**config.mk**
```make
export PLATFORM = sky130hd
export DESIGN_NAME = ptlik_ctrl
export DESIGN_NICKNAME = d
export VERILOG_FILES = /design/src/rtl/ptlik_pkg.sv /design/src/rtl/ptlik_ctrl.sv
export SDC_FILE = /design/constraint.sdc
export NUM_CORES = 1
export LEC_CHECK = 0
export BUFFER_PORTS_ARGS = -buffer_cell sky130_fd_sc_hd__buf_4
export CAP_MARGIN = 20
export CORE_MARGIN = 4
export CORE_UTILIZATION = 54
export DETAILED_ROUTE_END_ITERATION = 6
export MAX_ROUTING_LAYER = met4
export PLACE_DENSITY = 0.78
export SYNTH_ARGS = -nofsm -noshare
export SYNTH_HDL_FRONTEND = slang
export SYNTH_SLANG_ARGS = --single-unit
```
**constraint.sdc**
```tcl
create_clock -name clk -period 2.5 [get_ports clk]
set_clock_uncertainty 0.1 [all_clocks]
set_input_delay 0.125 -clock clk [delete_from_list [all_inputs] [get_ports clk]]
set_output_delay 0.125 -clock clk [all_outputs]
set_load 0.005 [all_outputs]
```
**src/rtl/ptlik_pkg.sv**
```systemverilog
// Shared types, codes and constants of the two-link inverse kinematics block.
package ptlik_pkg;

    localparam int CORDIC_ITERATIONS_DEF = 18;
    localparam int CNT_W = 6;
    localparam int DIV_STEPS = 17;
    localparam int SQRT_STEPS = 17;

    localparam logic signed [33:0] PI_Q30 = 34'sd3373259426;

    localparam logic [2:0] REG_LINK1 = 3'd0;
    localparam logic [2:0] REG_LINK2 = 3'd1;
    localparam logic [2:0] REG_STROKE = 3'd2;
    localparam logic [2:0] REG_SHO_OFS = 3'd3;
    localparam logic [2:0] REG_ELB_OFS = 3'd4;

    typedef logic [4:0] op_t;

    localparam op_t OP_IDLE = 5'd0;
    localparam op_t OP_XX = 5'd1;
    localparam op_t OP_YY = 5'd2;
    localparam op_t OP_SUMSQ = 5'd3;
    localparam op_t OP_DIFSQ = 5'd4;
    localparam op_t OP_A1SQ = 5'd5;
    localparam op_t OP_A2SQ = 5'd6;
    localparam op_t OP_A12 = 5'd7;
    localparam op_t OP_DEN = 5'd8;
    localparam op_t OP_CSEL = 5'd9;
    localparam op_t OP_DIV = 5'd10;
    localparam op_t OP_DIVEND = 5'd11;
    localparam op_t OP_CC = 5'd12;
    localparam op_t OP_SQINIT = 5'd13;
    localparam op_t OP_SQ = 5'd14;
    localparam op_t OP_SQEND = 5'd15;
    localparam op_t OP_CINIT = 5'd16;
    localparam op_t OP_CNORM = 5'd17;
    localparam op_t OP_CITER = 5'd18;
    localparam op_t OP_CEND = 5'd19;
    localparam op_t OP_A2C = 5'd20;
    localparam op_t OP_A2S = 5'd21;
    localparam op_t OP_K1X = 5'd22;
    localparam op_t OP_K2Y = 5'd23;
    localparam op_t OP_K2X = 5'd24;
    localparam op_t OP_K1Y = 5'd25;
    localparam op_t OP_ACC = 5'd26;
    localparam op_t OP_FINISH = 5'd27;

    typedef struct packed {
        logic signed [23:0] target_x;
        logic signed [23:0] target_y;
        logic signed [23:0] target_z;
    } in_item_t;

    typedef struct packed {
        logic               status;
        logic signed [19:0] joint_shoulder;
        logic signed [19:0] joint_elbow;
        logic signed [23:0] joint_slide;
    } out_item_t;

    typedef struct packed {
        logic             load;
        op_t              op;
        logic [CNT_W-1:0] idx;
        logic             phase;
    } cmd_t;

    typedef struct packed {
        logic bad;
        logic c_direct;
        logic norm_done;
        logic out_busy;
    } sts_t;

    function automatic logic [30:0] atan_q30(input logic [4:0] k);
        logic [30:0] v;
        case (k)
            5'd0: v = 31'd843314857;
            5'd1: v = 31'd497837830;
            5'd2: v = 31'd263043837;
            5'd3: v = 31'd133525159;
            5'd4: v = 31'd67021687;
            5'd5: v = 31'd33543515;
            5'd6: v = 31'd16775851;
            5'd7: v = 31'd8388438;
            5'd8: v = 31'd4194283;
            5'd9: v = 31'd2097149;
            5'd31: v = 31'd0;
            default: v = 31'd1 << (5'd30 - k);
        endcase
        return v;
    endfunction

endpackage

```
**src/rtl/ptlik_ctrl.sv**
```systemverilog
// Sequencer that steps the inverse kinematics datapath through one request.
module ptlik_ctrl #(
    parameter int CORDIC_ITERATIONS = ptlik_pkg::CORDIC_ITERATIONS_DEF
) (
    input  logic            clk,
    input  logic            rst_n,
    input  logic            in_valid,
    output logic            in_ready,
    input  ptlik_pkg::sts_t sts,
    output ptlik_pkg::cmd_t cmd
);
    import ptlik_pkg::*;

    localparam logic [4:0] S_IDLE = OP_IDLE;
    localparam logic [4:0] S_XX = OP_XX;
    localparam logic [4:0] S_YY = OP_YY;
    localparam logic [4:0] S_SUMSQ = OP_SUMSQ;
    localparam logic [4:0] S_DIFSQ = OP_DIFSQ;
    localparam logic [4:0] S_A1SQ = OP_A1SQ;
    localparam logic [4:0] S_A2SQ = OP_A2SQ;
    localparam logic [4:0] S_A12 = OP_A12;
    localparam logic [4:0] S_DEN = OP_DEN;
    localparam logic [4:0] S_CSEL = OP_CSEL;
    localparam logic [4:0] S_DIV = OP_DIV;
    localparam logic [4:0] S_DIVEND = OP_DIVEND;
    localparam logic [4:0] S_CC = OP_CC;
    localparam logic [4:0] S_SQINIT = OP_SQINIT;
    localparam logic [4:0] S_SQ = OP_SQ;
    localparam logic [4:0] S_SQEND = OP_SQEND;
    localparam logic [4:0] S_CINIT = OP_CINIT;
    localparam logic [4:0] S_CNORM = OP_CNORM;
    localparam logic [4:0] S_CITER = OP_CITER;
    localparam logic [4:0] S_CEND = OP_CEND;
    localparam logic [4:0] S_A2C = OP_A2C;
    localparam logic [4:0] S_A2S = OP_A2S;
    localparam logic [4:0] S_K1X = OP_K1X;
    localparam logic [4:0] S_K2Y = OP_K2Y;
    localparam logic [4:0] S_K2X = OP_K2X;
    localparam logic [4:0] S_K1Y = OP_K1Y;
    localparam logic [4:0] S_ACC = OP_ACC;
    localparam logic [4:0] S_FINISH = OP_FINISH;

    logic [4:0]       state_reg, state_next;
    logic [CNT_W-1:0] cnt_reg, cnt_next;
    logic             phase_reg, phase_next;

    assign in_ready = (state_reg == S_IDLE);

    always_comb
    begin
        state_next = state_reg;
        phase_next = phase_reg;
        unique case (state_reg)
            S_IDLE:   if (in_valid) state_next = S_XX;
            S_XX:
            begin
                state_next = S_YY;
                phase_next = 1'b0;
            end
            S_YY:     state_next = S_SUMSQ;
            S_SUMSQ:  state_next = S_DIFSQ;
            S_DIFSQ:  state_next = S_A1SQ;
            S_A1SQ:   state_next = S_A2SQ;
            S_A2SQ:   state_next = S_A12;
            S_A12:    state_next = S_DEN;
            S_DEN:    state_next = sts.bad ? S_FINISH : S_CSEL;
            S_CSEL:   state_next = sts.c_direct ? S_CC : S_DIV;
            S_DIV:    if (cnt_reg == CNT_W'(DIV_STEPS - 1)) state_next = S_DIVEND;
            S_DIVEND: state_next = S_CC;
            S_CC:     state_next = S_SQINIT;
            S_SQINIT: state_next = S_SQ;
            S_SQ:     if (cnt_reg == CNT_W'(SQRT_STEPS - 1)) state_next = S_SQEND;
            S_SQEND:  state_next = S_CINIT;
            S_CINIT:  state_next = S_CNORM;
            S_CNORM:  if (sts.norm_done) state_next = S_CITER;
            S_CITER:
                if (cnt_reg == CNT_W'(CORDIC_ITERATIONS - 1)) state_next = S_CEND;
            S_CEND:   state_next = phase_reg ? S_FINISH : S_A2C;
            S_A2C:    state_next = S_A2S;
            S_A2S:    state_next = S_K1X;
            S_K1X:    state_next = S_K2Y;
            S_K2Y:    state_next = S_K2X;
            S_K2X:    state_next = S_K1Y;
            S_K1Y:    state_next = S_ACC;
            S_ACC:
            begin
                state_next = S_CINIT;
                phase_next = 1'b1;
            end
            S_FINISH: if (!sts.out_busy) state_next = S_IDLE;
            default:  state_next = S_IDLE;
        endcase
        // The step counter runs while a state repeats and restarts on any move.
        cnt_next = (state_next == state_reg) ? cnt_reg + 1'b1 : '0;
    end

    always_ff @(posedge clk or negedge rst_n)
    begin
        if (!rst_n)
        begin
            state_reg <= S_IDLE;
            cnt_reg   <= '0;
            phase_reg <= 1'b0;
        end
        else
        begin
            state_reg <= state_next;
            cnt_reg   <= cnt_next;
            phase_reg <= phase_next;
        end
    end

    always_comb
    begin
        cmd.load  = in_valid && in_ready;
        cmd.op    = (state_reg == S_FINISH && sts.out_busy) ? OP_IDLE : state_reg;
        cmd.idx   = cnt_reg;
        cmd.phase = phase_reg;
    end

`ifndef SYNTH
    a_accept_starts: assert property (@(posedge clk) disable iff (!rst_n)
        (in_valid && in_ready) |=> (state_reg == S_XX))
        else $error("accepted request did not start the sequence");
    a_div_bound: assert property (@(posedge clk) disable iff (!rst_n)
        (state_reg == S_DIV) |-> (cnt_reg < CNT_W'(DIV_STEPS)))
        else $error("division ran past its step count");
    a_iter_bound: assert property (@(posedge clk) disable iff (!rst_n)
        (state_reg == S_CITER) |-> (cnt_reg < CNT_W'(CORDIC_ITERATIONS)))
        else $error("rotation ran past its iteration count");
    a_finish_holds: assert property (@(posedge clk) disable iff (!rst_n)
        (state_reg == S_FINISH && sts.out_busy) |=> (state_reg == S_FINISH))
        else $error("result dropped while output register was full");
`endif

endmodule

```
======== Yosys cells after proc, flatten, opt, wreduce, memory -nomap -nowiden ========
Index checks and enable logic that the tools add are counted.
storage, ports and cells
  register bits after elaboration ......... 12
  output and inout port bits .............. 14
  input port bits ......................... 7
cells by class
  eq/ne operators ......................... 30
  reductions and logical operators ........ 5
  mux-type cells .......................... 13
  add/subtract/negate cells ............... 1
operators with widths
  operator                                       number
  one-hot mux 5 bit (27 select lines)            1
  == test 5 bit, second input constant           12
  == test 5 x 4 -> 1 bit, second input constant  8
  2-to-1 mux 5 bit                               8
  == test 5 x 3 -> 1 bit, second input constant  4
  == test 6 x 5 -> 1 bit, second input constant  2
  == test 5 x 2 -> 1 bit, second input constant  2
  adder 6 x 1 -> 6 bit, second input constant    1
  2-to-1 mux 6 bit                               1
  == test 5 x 1 -> 1 bit, second input constant  1
  == test 5 bit                                  1
  zero test 5 bit                                1
  2-to-1 mux 4 bit                               1
  2-to-1 mux 3 bit                               1
  logical AND 1 bit                              2
  one-hot mux 1 bit (2 select lines)             1
  nonzero test 2 bit                             1
  OR reduction 2 bit                             1

======== Longest topological paths before layout ========
  depth in word-level cells ............... 5
  mapped depth ............................ 7
  mapped depth without buffers ............ 6

======== Worst setup path after synthesis ========
No wires, ideal clock.
  path type ............................... reg2reg
  start point ............................. reg state_reg[4]
  end point ............................... reg cnt_reg[0]
  stages on the path, launching flop included .. 7
  setup slack ............................. 522 ps
  arrival ................................. 1,757 ps
  period minus slack after synthesis ...... 1,978 ps
  library setup time ...................... 122 ps
  path through ............................ dfrtp_1 buf_6 or4b_4 a21o_1 o211ai_2 a311oi_4 a2111oi_1
on the way
  word-level cells in the longest chain between the ends .. 5
  elaborated cells between the ends (all ways) .. 38
  those cells by class .................... eq/ne: 28; mux: 8; reduce/logical: 2
ends and longest elaborated chain
  item                                                     RTL line           source
  from (decl)                                              ptlik_ctrl.sv:43   logic [4:0] state_reg, state_next;
  from (signal assigned)                                   ptlik_ctrl.sv:107  state_reg <= state_next;
  == test 5 bit or == test 5 x 4 -> 1 bit (tied branches)  ptlik_ctrl.sv:53   unique case (state_reg)
  OR reduction 2 bit (no source line)                      -
  one-hot mux 5 bit (27 select lines)                      ptlik_ctrl.sv:53
  == test 5 bit (*)                                        ptlik_ctrl.sv:94   cnt_next = (state_next == state_reg) ? cnt_reg + 1'b1 : '0;
  2-to-1 mux 6 bit (*)                                     ptlik_ctrl.sv:94
  named net cnt_next[0]                                    ptlik_ctrl.sv:44   logic [CNT_W-1:0] cnt_reg, cnt_next;
  to (signal assigned)                                     ptlik_ctrl.sv:108  cnt_reg <= cnt_next;
  to (decl)                                                ptlik_ctrl.sv:44
The timed path passes the listed nets; every way through them passes the cells marked *.
A chain may end at the register's enable or synchronous reset.

======== Worst setup path in the final report ========
  start point ............................. reg state_reg[3]
  end point ............................... reg cnt_reg[0]
Same word-level chain as after synthesis.

==> results.txt <==
During placement, the flow inserted port buffers numbering 20. The final-stage net count came out at 161. The worst setup path is of the flip-flop to flip-flop kind. STA classifies the critical path startpoint as a flip-flop. The floorplan has 15 rows. The completed layout was analyzed and its total power is 1.50 mW. Derived from the worst setup path, the maximum achievable clock frequency is 0.431 GHz.

Setup violations remaining at the end of the flow were counted as 0. The predominant post-synthesis flop cell is sky130_fd_sc_hd__dfrtp_1. Routability-driven placement finished with a final weighted congestion of 0.904.

The detailed router placed 1,116 vias in this run. The CTS tree is yes. The number of iterations in the first detailed-routing pass is 5.

The final max-slew violation count is 0. The number of buffers created by CTS came out at 3. The wire length of the first global-routing pass is 4.97 mm. In this run the cell area of the synthesized design comes to 1080 um^2. The count of endpoints failing hold in the final timing report came to 0.

The final routed wire length divided by cell count is 16.5 um. Clock tree synthesis selected as its root buffer the cell sky130_fd_sc_hd__clkbuf_4. The slew of the pin with the lowest slew margin is between 400 and 500 ps.

After global routing the overflow that remains totals 0. The largest individual stage delay along the critical path comes from the cell sky130_fd_sc_hd__or4b_1. The synthesis-to-finish area growth came out at 20.5%. Data on the critical path is required at its endpoint by 2550 ps.

CTS built an H-tree with a depth of 1. The largest voltage drop on the vdd net came out at a little under 0.9 mV. Cell internal power was estimated by the tool at 763 uW. The share of flip-flops with an asynchronous set or reset after synthesis is 100%. The number of flip-flops under the largest register name came out at 6.

The iteration-0 DRC count of the detailed router came out at 55. Setup repair after global routing left no endpoint under its margin. For this design the ratio of total power to cell area is 1150 nW/um^2.

The die covers 2780 um^2. In the post-synthesis netlist, the biggest area contributors are sky130_fd_sc_hd__dfrtp_1 (28%), sky130_fd_sc_hd__a2111oi_1 (4.6%), sky130_fd_sc_hd__nand2_1 (4.2%), sky130_fd_sc_hd__nor2_1 (3.8%), sky130_fd_sc_hd__ha_1 (3.5%). The number of standard cells after synthesis came out at between 100 and 150. The post-detailed-route DRC marker count came out at 0. The number of max-cap violations came out at 0. Counting instances in the post-synthesis netlist gives the leading cell types as sky130_fd_sc_hd__dfrtp_1 (12), sky130_fd_sc_hd__nand2_1 (12), sky130_fd_sc_hd__nor2_1 (11), sky130_fd_sc_hd__inv_1 (7), sky130_fd_sc_hd__o21ai_0 (7). The area of the multi-input gates came out at 689 um^2. The top-level I/O count is 21.

The type of element capturing the critical path is a flip-flop. The post-synth net total is 138. The signal on the critical path passes through or4b_1 -> o22ai_2 -> a221o_1 -> o21ai_1 -> a2111oi_1. The sequential share of the synthesized area came out at 27.8%.

The worst max-slew margin expressed relative to the limit came out at approximately 68%. The final critical path takes up 92.7% of the cycle. In this run the worst hold path is classified as input pin to asynchronous set/reset pin. The register cell area after layout is 302 um^2. The repair_antennas step left the layout with diodes totalling 0. The count of state elements after synthesis is 12.

The share of the synthesized area in the top cell type is about 28%. The vertical extent of the die came out at 52.7 um. The clock passes through at most 2 buffers. The number of synthesized flops with an enable pin came out at 0. The synthesized area per cell came out at around 8.4 um^2. The switching power of the nets is 737 uW. The maximum cell stage delay along the critical path is 590 ps. The global-route usage over all layers is between 20% and 30%. The post-route netlist has a little over a quarter of its cells at a drive strength greater than 1. The combinational share of power is 63.8%. The count of fill cells added during filler insertion came out at around 160. The count of antenna-violating nets left after detailed routing came out at 0. The initial core utilization came out at 59.9%. The post-CTS repair timing setup buffer count came out at 0.

In this design, the largest share of critical-path delay is due to compound AO/OA/AOI/OAI gates. The number of antenna violations at the first check in global routing came out at 0. The arrival time of data at the critical path endpoint came out at 2360 ps. Counting both buffers and inverters, the worst setup path holds a total of 0. Along the worst path, the maximum fanout reaches 18. Detailed placement ended at an HPWL of 2.24 mm. The run finished with clean final reports. Dividing the detail-routed via count by the number of cells gives 6.38.

The portion of total power attributed to the clock network came out at 10.3%. The clock period could shrink to 2320 ps. In this run the static leakage power is 0.555 nW. The pin count of the biggest net entering global routing came out at 19. The switching power share of the total came out at 49.1%. The biggest area contributor in the post-synthesis netlist is sky130_fd_sc_hd__dfrtp_1. The number of sinks on the clock net is 12. Setup total negative slack on the finished layout was measured at 0 ps. In this run the standard cell core region covers about 1800 um^2. Clock latency on the worst-skew pair, taken at its later pin, is 270 ps. The number of different library cells used by synthesis comes to 50. The count of synthesis-stage warnings from yosys came out at 0. The portion of total power attributed to sequential cells is 25.9%. The total detailed-routing wirelength is 2.88 mm. The via count of the first global-routing pass is 1,056. The die is 52.7 um wide. Clock-pin slew was measured on the worst setup and hold paths at 80 ps.
[per-stage QoR]
step,setup WS (ps),cell area (um^2),hold WS [ps],util (%),std cells
floorplan,522,1080,-271,-,128
global placement,277,1250,-131,69.6,170
detailed placement,133,1250,-129,69.6,170
CTS,121,1300,119,72.2,175
global route,66.9,1300,130,72.2,175
finish,182,1300,123,72.2,175
[final cells by class]
type | count | share of cell area [%]
Multi-Input combinational cell | 98 | 53.0
Sequential cell | 12 | 23.2
Timing Repair Buffer | 28 | 16.3
Clock buffer | 4 | 2.79
Tap cell | 25 | 2.40
Inverter | 8 | 2.31
[cell families (layout without fill, tap and decap cells)]
logic type,count (synthesis),in the layout,synth area share [%]
buffers and inverters,18,40,8.34
XOR/XNOR,5,5,4.06
flip-flops,12,12,27.8
multiplexers,1,1,1.04
adder cells (fa/ha/maj),3,3,3.48
AND/OR/NAND/NOR,49,49,24.3
AO/OA/AOI/OAI,40,40,30.9
[cell usage in the layout, fill, tap and decap left out, types with 3 or more instances in the layout]
| cell type | instances |
|---|---|
| sky130_fd_sc_hd__a2111oi_1 | 5 |
| sky130_fd_sc_hd__a21oi_1 | 4 |
| sky130_fd_sc_hd__a31oi_1 | 3 |
| sky130_fd_sc_hd__buf_4 | 27 |
| sky130_fd_sc_hd__clkbuf_4 | 3 |
| sky130_fd_sc_hd__dfrtp_1 | 11 |
| sky130_fd_sc_hd__ha_1 | 3 |
| sky130_fd_sc_hd__inv_1 | 7 |
| sky130_fd_sc_hd__nand2_1 | 12 |
| sky130_fd_sc_hd__nand2b_1 | 4 |
| sky130_fd_sc_hd__nand3_1 | 5 |
| sky130_fd_sc_hd__nor2_1 | 11 |
| sky130_fd_sc_hd__nor3_1 | 3 |
| sky130_fd_sc_hd__o21ai_0 | 7 |
| sky130_fd_sc_hd__xor2_1 | 3 |
[final timing paths]
kind / depth (start not counted) / slack, ps / from / end
max reg2reg: 5 / 180 / state_reg[3] / cnt_reg[0]
min: 2 / 120 / rst_n / phase_reg
max: 5 / 180 / state_reg[3] / cnt_reg[0]
min reg2reg: 1 / 480 / cnt_reg[0] / cnt_reg[0]
min in group clk: 3 / 140 / sts[3] / state_reg[4]
max in group asynchronous: 2 / 2010 / rst_n / state_reg[3]
[power groups by stage]
| stage | sequential [mW] | combinational (mW) | clock, mW |
|---|---|---|---|
| after CTS | 0.381 | 0.951 | 0.157 |
| after global routing | 0.406 | 1.04 | 0.170 |
| final | 0.388 | 0.957 | 0.154 |
| after floorplan | 0.292 | 0.758 | 0 |
| after global placement | 0.383 | 0.913 | 0 |
| after detailed placement | 0.386 | 0.941 | 0 |
[repair_timing]
action,4_1_cts,5_1_grt
hold buffers,1,0
resized for setup,0,1
hold endpoints to repair,12,0
endpoints found under the setup margin,0,2
[layer usage]
metal | up-vias | part of all wire (%) | track usage, %
li1 | 520 | - | -
met1 | 523 | 43 | 31.1
met2 | 63 | 48 | 38.2
met3 | 10 | 6.5 | 5.13
met4 | 0 | 2.5 | 9.79
met5 | - | 0 | -
Note: power is estimated with default switching activity, not from simulation.
